--- src/bsc_pkg.sv ---
`default_nettype none

package bsc_pkg;

  // Controller state codes, also used as the datapath operation codes.
  localparam logic [4:0] ST_IDLE = 5'd0;
  localparam logic [4:0] ST_T0   = 5'd1;
  localparam logic [4:0] ST_T1   = 5'd2;
  localparam logic [4:0] ST_T2   = 5'd3;
  localparam logic [4:0] ST_TFIN = 5'd4;
  localparam logic [4:0] ST_P0   = 5'd5;
  localparam logic [4:0] ST_P1   = 5'd6;
  localparam logic [4:0] ST_P2   = 5'd7;
  localparam logic [4:0] ST_P3   = 5'd8;
  localparam logic [4:0] ST_P4   = 5'd9;
  localparam logic [4:0] ST_P5   = 5'd10;
  localparam logic [4:0] ST_P6   = 5'd11;
  localparam logic [4:0] ST_P7   = 5'd12;
  localparam logic [4:0] ST_P8   = 5'd13;
  localparam logic [4:0] ST_P9   = 5'd14;
  localparam logic [4:0] ST_P10  = 5'd15;
  localparam logic [4:0] ST_DIV1 = 5'd16;
  localparam logic [4:0] ST_P11  = 5'd17;
  localparam logic [4:0] ST_P12  = 5'd18;
  localparam logic [4:0] ST_DIV2 = 5'd19;
  localparam logic [4:0] ST_P13  = 5'd20;
  localparam logic [4:0] ST_P14  = 5'd21;
  localparam logic [4:0] ST_P15  = 5'd22;
  localparam logic [4:0] ST_P16  = 5'd23;
  localparam logic [4:0] ST_P17  = 5'd24;
  localparam logic [4:0] ST_P18  = 5'd25;
  localparam logic [4:0] ST_PFIN = 5'd26;
  localparam logic [4:0] ST_ZFIN = 5'd27;

  // Input opcodes.
  localparam logic OPC_TEMP  = 1'b0;
  localparam logic OPC_PRESS = 1'b1;

  // Configuration register indexes.
  localparam logic [1:0] CFG_TEMP = 2'd0;
  localparam logic [1:0] CFG_PLOW = 2'd1;
  localparam logic [1:0] CFG_PMID = 2'd2;
  localparam logic [1:0] CFG_PTOP = 2'd3;

  localparam int CFG_DATA_W = 64;

  localparam logic signed [23:0] T_OFFSET  = 24'sd128000;
  localparam logic [63:0]        DIV_LIMIT = 64'd351843720;
  localparam logic [41:0]        P_LIMIT   = 42'h100_0000_0000;
  localparam logic signed [63:0] ACC_BIAS  = 64'sh0000_8000_0000_0000;
  localparam logic signed [63:0] OUT_MAX   = 64'sh0000_0000_FFFF_FFFF;
  localparam logic signed [16:0] SCALE_5P5 = 17'sd3125;

  localparam logic [6:0] DIV_STEPS_FULL = 7'd64;
  localparam logic [6:0] DIV_STEPS_FRAC = 7'd12;

  typedef struct packed {
    logic [4:0] op;
    logic       exec;
    logic       load;
  } dp_cmd_t;

  typedef struct packed {
    logic den_zero;
    logic div_busy;
    logic out_free;
  } dp_stat_t;

endpackage

`default_nettype wire

--- src/bsc_control.sv ---
`default_nettype none

module bsc_control (
  input  wire logic              clk,
  input  wire logic              rst,
  input  wire logic              in_valid,
  input  wire logic              opcode,
  input  wire bsc_pkg::dp_stat_t stat,
  output logic                   in_stall,
  output bsc_pkg::dp_cmd_t       cmd
);

  logic [4:0] state;
  logic [4:0] state_next;
  logic       exec;

  always_comb begin
    state_next = state;
    exec       = 1'b1;
    unique case (state) inside
      bsc_pkg::ST_IDLE: begin
        exec = 1'b0;
        if (in_valid) begin
          state_next = (opcode == bsc_pkg::OPC_PRESS) ? bsc_pkg::ST_P0 : bsc_pkg::ST_T0;
        end
      end
      bsc_pkg::ST_T0, bsc_pkg::ST_T1, bsc_pkg::ST_T2,
      bsc_pkg::ST_P0, bsc_pkg::ST_P1, bsc_pkg::ST_P2, bsc_pkg::ST_P3,
      bsc_pkg::ST_P4, bsc_pkg::ST_P5, bsc_pkg::ST_P6, bsc_pkg::ST_P7,
      bsc_pkg::ST_P8, bsc_pkg::ST_P9, bsc_pkg::ST_P11, bsc_pkg::ST_P12,
      bsc_pkg::ST_P13, bsc_pkg::ST_P14, bsc_pkg::ST_P15, bsc_pkg::ST_P16,
      bsc_pkg::ST_P17, bsc_pkg::ST_P18: begin
        state_next = state + 5'd1;
      end
      bsc_pkg::ST_P10: begin
        state_next = stat.den_zero ? bsc_pkg::ST_ZFIN : bsc_pkg::ST_DIV1;
      end
      bsc_pkg::ST_DIV1, bsc_pkg::ST_DIV2: begin
        exec = 1'b0;
        if (!stat.div_busy) begin
          state_next = state + 5'd1;
        end
      end
      bsc_pkg::ST_TFIN, bsc_pkg::ST_PFIN, bsc_pkg::ST_ZFIN: begin
        // The result waits here until the output register is free.
        exec = stat.out_free;
        if (stat.out_free) begin
          state_next = bsc_pkg::ST_IDLE;
        end
      end
      default: begin
        exec       = 1'b0;
        state_next = bsc_pkg::ST_IDLE;
      end
    endcase
  end

  always_ff @(posedge clk) begin
    if (rst) begin
      state <= bsc_pkg::ST_IDLE;
    end else begin
      state <= state_next;
    end
  end

  assign in_stall = (state != bsc_pkg::ST_IDLE);
  assign cmd.op   = state;
  assign cmd.exec = exec;
  assign cmd.load = (state == bsc_pkg::ST_IDLE) && in_valid;

endmodule

`default_nettype wire

--- config.mk ---
export PLATFORM = sky130hd
export DESIGN_NAME = bsc_control
export DESIGN_NICKNAME = d
export VERILOG_FILES = /design/src/bsc_pkg.sv /design/src/bsc_control.sv
export SDC_FILE = /design/constraint.sdc
export NUM_CORES = 1
export LEC_CHECK = 0
export BUFFER_PORTS_ARGS = -buffer_cell sky130_fd_sc_hd__buf_2
export CAP_MARGIN = 10
export CORE_AREA = 2 2 39 41
export DETAILED_ROUTE_END_ITERATION = 10
export DIE_AREA = 0 0 41 43
export GPL_TIMING_DRIVEN = 0
export PLACE_DENSITY = 0.66
export SKIP_LAST_GASP = 1
export SLEW_MARGIN = 15
export SYNTH_ARGS = -nofsm -noshare
export SYNTH_HDL_FRONTEND = slang
export SYNTH_SLANG_ARGS = --single-unit
--- constraint.sdc ---
create_clock -name clk -period 3.8 [get_ports clk]
set_input_delay 0.57 -clock clk [delete_from_list [all_inputs] [get_ports clk]]
set_output_delay 0.57 -clock clk [all_outputs]
set_load 0.05 [all_outputs]
### Word-level counts from Yosys, hierarchy flattened

Index checks and enable logic that the tools add are counted.

* bits in registers: 5
* output and inout bits: 8
* word-level logic and storage cells: 47

* add/sub/neg operators: 1
* equal/unequal tests: 30
* muxes and demuxes: 7
* reductions and logical operators: 8

Operators by type and width (count)
* equality test 5 bit (second input constant): 12
* equality test 5 x 4 -> 1 bit (second input constant): 8
* case mux 5 bit (5 select lines): 1
* OR reduction 22 bit: 1
* OR reduction 21 bit: 1
* equality test 5 x 3 -> 1 bit (second input constant): 4
* 2-to-1 mux 5 bit: 3
* equality test 5 x 2 -> 1 bit (second input constant): 2
* inequality test 2 bit (second input constant): 3
* adder 5 x 1 -> 5 bit (second input constant): 1
* equality test 5 x 1 -> 1 bit (second input constant): 1
* logical NOT 5 bit: 1
* nonzero test 5 bit: 1
* 2-to-1 mux 4 bit: 1
* 2-to-1 mux 3 bit: 1
* AND reduction 3 bit: 1
* OR reduction 3 bit: 1
* case mux 1 bit (2 select lines): 1
* OR reduction 2 bit: 1
* logical AND 1 bit: 1

### Longest topological paths before layout

Gate-level depths: netlist (run 1).

* word-level depth: 4
* mapped depth: 8
* gate-level depth less buffers: 7

### Worst setup path after synthesis (run 1)

Ideal clock, no wire load.

* path type: flip-flop to output port
* start: register state[0]
* end: output cmd[1] in the netlist's numbering
* arrival: 1991 ps
* data required time: 3230 ps
* slack: 1239 ps
* cell stages (with the launch flop): 8
* buffers on the path: 1
* path through: dfxtp_1 inv_1 ha_1 nand3_1 a21oi_1 a311o_2 nand4b_1 buf_4

* longest elaborated chain between the ends: 3

RTL lines
* start, declared: line bsc_control.sv:13 `logic [4:0] state;`
* start signal, assigned: line bsc_control.sv:60 `state <= bsc_pkg::ST_IDLE;`
* start signal, assigned: line bsc_control.sv:62 `state <= state_next;`
* equality test 5 x 1 -> 1 bit (no line) (tied with other cells)
* OR reduction 22 bit (no line) or OR reduction 3 bit (tied branches)
* case mux 1 bit (2 select lines) (*): line bsc_control.sv:20 `unique case (state) inside`
* end, declared: line bsc_control.sv:10 `output bsc_pkg::dp_cmd_t cmd`

Mark *: on every way between the ends. The rest lies on a longest branch, timed or not.

### Worst setup path after layout (run 1)

Ends and elaborated chain as after synthesis.

==> impl_metrics.ini, run 1 <==
[status]
run_status = finished clean

[setup_path]
timing.reg2reg.worst_path_depth = 7
critical_path_peak_fanout = 6
r2r_start = state[0]$_SDFFE_PP0P_
critPathArrivalTime_ns = 2.21
critPathLaunch = state[0]$_SDFFE_PP0P_
crit_path_end_kind = output pin
critical_path_launch_point_type = flip-flop
critical_path_required_ns = 3.23
worst_r2r_endpoint = state[0]$_SDFFE_PP0P_
crit_type = reg -> out
r2r_setup_slack_ns = 1.60

[layout]
post-route-util_pct = 49.9
areaGrowthSynthToFinish_pct = 20.3
n_antenna_cell = 0
layoutNonFillerInstCount = 110
max_flop_register = state
final_layout_size_suffix_gt1_share_pct = 27.7
largest_reg_flops = 5
layout.nets = 107
filler_cell_count = 147
reg.largest.list = state x5

[cts]
clock_tree.buffer_depth = 2
cts-root-buf = clkbuf_4
clkSinkCount = 5
tritoncts_clock_tree = yes
cts_stage_hold_buffer_count = 0
cts.clk_slew.worst_paths_ns = 0.05
cts_made_buffers = 3
htreeDepth = 1
ctsResizeCount = 0
insertion_delay_ns = 0.24
post_cts_buffers = 0

[timing]
layout_worst_path_cycle_share_pct = 73.1
fmax_ghz = 0.360
timing_worst_slew_pin_value_ns = 0.491
final_max_slew_viol_count = 0
final_hold_violation_count = 0
setup-violations-final = 0
tns_ns = 0
setup_repair_after_global_routing_missed_its_margin = false
final_period_minus_worst_setup_slack_ns = 2.78
fin_worst_skew_ns = 0.00629
slew_headroom_pct = 66.9

[floorplanning]
start_util_pct = 41.5
coreArea_um2 = 1380
pin_count = 15
floorplan.die_area_um2 = 1760
placement_rows = 14
die_height_um = 43
chipWidth_um = 41

[logic_synthesis]
synthDistinctLibCells = 32
syn-mean-instance-area_um2 = 7.56
synth_most_common_cell = nor2_1
synth_top_area_cell = dfxtp_1
netlist_top_cells_count = 7 x nor2_1, 6 x inv_1, 5 x dfxtp_1, 5 x ha_1
ys_async_sr_fraction_pct = 0
synth.net_count = 88
ys_seq_elements = 5
syn-cell-area_um2 = 574
synth_edf_count = 0
post-synth-top-area-fraction_pct = 17.4
synth_cells = 76
synth.yosys.seq_area_share_pct = 17.4
yosys_warnings = 0
ys.flop_type = dfxtp_1
post_synth_main_area_contributors = dfxtp_1 17%, ha_1 11%, nor2_1 4.6%, inv_1 3.9%, o21bai_1 3.9%

[min_path]
min_delay_path_depth = 2
min-delay-path-class = in -> reg
min_from = rst
worst_hold_path.endpoint = state[2]$_SDFFE_PP0P_

[grt]
grt_pass1_vias = 615
grtUsageTotal_pct = 20.5
grt_overflow_total = 0
antenna_found_initial = 0
grt_pass1_wl_um = 2570
grt_start_max_net_pins = 11

[placement]
dp.final_hpwl_um = 1170
place.gp.congestion = 0.798
port-buffer-count = 14
placedCellCount = 106

[routing]
routed-via-count = 661
routedWlPerCell_um = 14.0
initialDrtViolationCount = 25
drt-pass1-iter-count = 6
drt-total-wl_um = 1540
number_of_drc_violations_after_detailed_routing = 0
postRouteAntennaNets = 0
routed_via_density = 6.01

[flow_run]
number_of_max_cap_violations = 0
-- cell usage in the layout (no fill, tap or decap), types with 2 or more instances in the layout --
cell type	netlist	final
a21oi_1	3	3
a311oi_1	2	2
a31oi_1	2	2
and2_1	2	2
and3_1	2	2
buf_2	2	16
clkbuf_4	0	3
dfxtp_1	5	5
ha_1	5	5
inv_1	6	6
nand2_1	4	4
nand2b_1	3	3
nand3_1	4	4
nor2_1	7	7
nor3_1	4	4
nor4_1	2	2
o21ai_0	4	4
o21bai_1	3	3
o22ai_1	2	2
-- through the flow --
stage	instance area [µm²]	hold slack [ns]	setup WS, ns
floorplan	574	0.639	1.24
global placement	664	0.575	1.32
detailed placement	664	0.592	1.31
CTS	691	0.554	1.04
global route	691	0.562	0.940
finish	691	0.559	1.02
-- cell families after synthesis --
| kind of cell | after synthesis | share of synthesized area (%) |
|---|---|---|
| buf+inv | 10 | 8.93 |
| compound gates | 21 | 27.2 |
| fa+ha+maj | 5 | 10.9 |
| flops | 5 | 17.4 |
| simple gates | 35 | 35.5 |
-- cell type report --
class / instances / area [µm²] / share of cell area [%]
Clock buffer: 4 / 26.3 / 3.80
Sequential cell: 5 / 100 / 14.5
Timing Repair Buffer: 14 / 70.1 / 10.1
Tap cell: 16 / 20.0 / 2.90
Multi-Input combinational cell: 61 / 423 / 61.2
Inverter: 6 / 22.5 / 3.26
Buffer: 4 / 28.8 / 4.17
-- routing by layer --
metal	up-vias	part of all wire (%)	global-route usage (%)	wire length, µm
met5	-	0	0	0
met4	0	1.4	12.0	21
met3	4	7.9	3.66	121
met2	37	47	28.7	715
met1	303	44	28.1	679
li1	317	-	-	-
-- how the worst max path moves through the flow --
stage             end  slack [ns]  cells after the start
6_report       cmd[1]        1.02                      8
3_5_place_dp   cmd[1]        1.31                      8
2_1_floorplan  cmd[1]        1.24                      7
3_3_place_gp   cmd[1]        1.32                      8
5_1_grt        cmd[1]        0.94                      8
4_1_cts        cmd[1]        1.04                      8
-- critical path, stage by stage, from the launching register on --
cell and delay, ns:
dfxtp_1 0.44, inv_1 0.12, ha_1 0.29, nand3_1 0.11, a21oi_1 0.07, a311o_2 0.41
nand4b_1 0.19, buf_4 0.14, buf_2 0.20
Power of run 1 is left out: the tool's default activity adds up to more than one toggle a clock period on the data nets, which glitch-free logic cannot reach.
==> run 2, diff against run 1 <==
--- a/config.mk
+++ b/config.mk
@@ -5,6 +5,7 @@
 export SDC_FILE = /design/constraint.sdc
 export NUM_CORES = 1
 export LEC_CHECK = 0
+export ABC_AREA = 1
 export BUFFER_PORTS_ARGS = -buffer_cell sky130_fd_sc_hd__buf_2
 export CAP_MARGIN = 10
 export CORE_AREA = 2 2 39 41
==> constraint.sdc (replaced) <==
create_clock -name clk -period 2.3 [get_ports clk]
set_input_delay 0.345 -clock clk [delete_from_list [all_inputs] [get_ports clk]]
set_output_delay 0.345 -clock clk [all_outputs]
set_load 0.05 [all_outputs]
==> run 2 against run 1 <==
  * First-iteration DRC count is 76% lower
  * Die area stayed put
  * Register-to-register slack got worse by 0.98 ns
  * Critical path depth up 1
  * Via count down 10%
  * Sequential share of layout area increased by 1.4 points
  * Synthesized cell count rose by 21%
  * Cell count up 15%
  * Worst hold slack got worse by 0.25 ns
  * Critical path type unchanged
  * Critical endpoint unchanged
  * Largest cell class unchanged
==> impl_metrics.ini, run 2 <==
[routing]
postRouteAntennaNets = 0
routed_via_density = 4.70
routed-via-count = 592
number_of_drc_violations_after_detailed_routing = 0
initialDrtViolationCount = 6
drt-total-wl_um = 1150
routedWlPerCell_um = 9.10
drt-pass1-iter-count = 2

[logic_synthesis]
netlist_top_cells_count = 31 x nand2_1, 14 x nor2_1, 12 x inv_1
syn-mean-instance-area_um2 = 5.85
ys.flop_type = dfxtp_1
synth.yosys.seq_area_share_pct = 18.6
syn-cell-area_um2 = 538
yosys_warnings = 0
synthDistinctLibCells = 20
synth_edf_count = 0
synth_cells = 92
synth_top_area_cell = nand2_1
synth_most_common_cell = nand2_1
ys_async_sr_fraction_pct = 0
post_synth_main_area_contributors = nand2_1 22%, dfxtp_1 19%, ha_1 12%, nor2_1 9.8%, inv_1 8.4%
ys_seq_elements = 5
post-synth-top-area-fraction_pct = 21.6
synth.net_count = 104

[layout]
max_flop_register = state
layout.nets = 123
final_layout_size_suffix_gt1_share_pct = 29.1
reg.largest.list = state x5
areaGrowthSynthToFinish_pct = 25.8
largest_reg_flops = 5
n_antenna_cell = 0
top_library_cells_by_usage_in_the_layout_fill_and_taps_aside = 31 x nand2_1, 13 x buf_2, 12 x inv_1
mostFrequentLayoutCell = nand2_1
filler_cell_count = 144
post-route-util_pct = 48.9

[status]
run_status = finished clean

[grt]
grt_start_max_net_pins = 8
grtUsageTotal_pct = 16.0
antenna_found_initial = 0
grt_pass1_vias = 479
grt_pass1_wl_um = 1900
grt_overflow_total = 0

[timing]
final_hold_violation_count = 0
fin_worst_skew_ns = 0.00338
tns_ns = 0
setup_ws_ns = 0.135
final_max_slew_viol_count = 0
fmax_ghz = 0.462
slew_headroom_pct = 80.1
layout_worst_path_cycle_share_pct = 94.1
setup-violations-final = 0
setup_repair_after_global_routing_missed_its_margin = false
timing_worst_slew_pin_value_ns = 0.299
final_period_minus_worst_setup_slack_ns = 2.17

[cts]
clkSinkCount = 5
cts_made_buffers = 3
post_cts_buffers = 0
htreeDepth = 1
tritoncts_clock_tree = yes
clock_tree.buffer_depth = 2
ctsResizeCount = 2
cts_stage_hold_buffer_count = 0
cts-root-buf = clkbuf_4
insertion_delay_ns = 0.24
cts.clk_slew.worst_paths_ns = 0.04

[floorplanning]
die_height_um = 43
chipWidth_um = 41
placement_rows = 14
pin_count = 15
floorplan.die_area_um2 = 1760
start_util_pct = 38.9
coreArea_um2 = 1380

[setup_path]
critical_path_cell_sequence = inv_1 -> ha_1 -> or2_2 -> o21ai_0 -> nand2_1 -> nor2_2 -> nand3_1 -> buf_4 -> buf_4
critPathArrivalTime_ns = 1.82
critical_path_peak_fanout = 6
crit_type = reg -> out
critical_path_launch_point_type = flip-flop
crit_path_end_kind = output pin
critical_path_required_ns = 1.96
max_stage_delay_ns = 0.36
cpMaxStageDelayCell = dfxtp_4
cp_common_cell = buf_4

[min_path]
min-delay-path-class = in -> reg

[flow_run]
number_of_max_cap_violations = 0

[placement]
dp.final_hpwl_um = 930
place.gp.congestion = 0.735
port-buffer-count = 14
dp_slack_ns = 0.240

[power]
total_leakage_power_uw = 0.000383
vdd.ir_drop.worst_mv = 0.629
cellPowerDensity_nw_per_um2 = 1550
## run 2: cell types whose count changed after synthesis, sizes merged, moves of 3 or more
cell / delta
nand2: +28
inv: +7
nor2: +7
nor3: -5
a21oi: +4
buf: -3
nand2b: -3
## run 2: worst paths after layout
| check | from | end | slack [ns] | cells after the start |
|---|---|---|---|---|
| worst max-delay path | state[0]$_SDFFE_PP0P_ | cmd[1] | 0.13 | 9 |
| worst min-delay path | rst | state[1]$_SDFFE_PP0P_ | 0.31 | 2 |
| worst max register to register | state[0]$_SDFFE_PP0P_ | state[4]$_SDFFE_PP0P_ | 0.62 | 10 |
| worst min register to register | state[1]$_SDFFE_PP0P_ | state[1]$_SDFFE_PP0P_ | 0.51 | 2 |
## run 2: critical path, delay by kind of cell, from the launching register on
family                   cells  cell delay [ns]
flip-flops                   1             0.36
AND/OR/NAND/NOR              4             0.55
adder cells (fa/ha/maj)      1             0.22
AO/OA/AOI/OAI                1             0.07
buffers and inverters        3             0.38
## run 2: metal layers
metal | vias to the layer above | global-route usage [%] | routed length, µm
met5 | - | 0 | 0
met2 | 9 | 21.3 | 557
met1 | 258 | 21.7 | 536
li1 | 321 | - | -
met3 | 4 | 3.14 | 24
met4 | 0 | 12.0 | 28
## run 2: cells by family (layout without fill, tap and decap cells)
logic type	after synthesis	count (layout)	synth area share (%)
and+or+nand+nor	54	54	41.6
adders and majority gates	5	5	11.6
DFF	5	5	18.6
AOI/OAI and AO/OA	11	11	13.5
xor gates and xnor gates	2	2	3.26
buffers and inverters	15	33	11.4
## run 2: area by class of cell
type / count / area [µm²] / share of cell area, %
Multi-Input combinational cell: 72 / 389 / 57.5
Buffer: 1 / 7.51 / 1.11
Clock buffer: 4 / 26.3 / 3.88
Tap cell: 16 / 20.0 / 2.96
Inverter: 14 / 53.8 / 7.95
Timing Repair Buffer: 14 / 72.6 / 10.7
Sequential cell: 5 / 108 / 15.9
## run 2: stage by stage
stage / power (µW) / hold slack (ns) / instances / area (µm²)
6_report: 1050 / 0.308 / 126 / 677
5_1_grt: 1150 / 0.313 / 126 / 677
4_1_cts: 1050 / 0.304 / 126 / 659
3_5_place_dp: 935 / 0.535 / 122 / 631
3_3_place_gp: 933 / 0.535 / 122 / 631
2_1_floorplan: 788 / 0.414 / 92 / 541
## run 2: power by group
part           internal (µW)  switching [µW]
logic                    227             550
clock network           65.6            35.6
registers                122            51.6
Power figures use the tool's default switching activity.
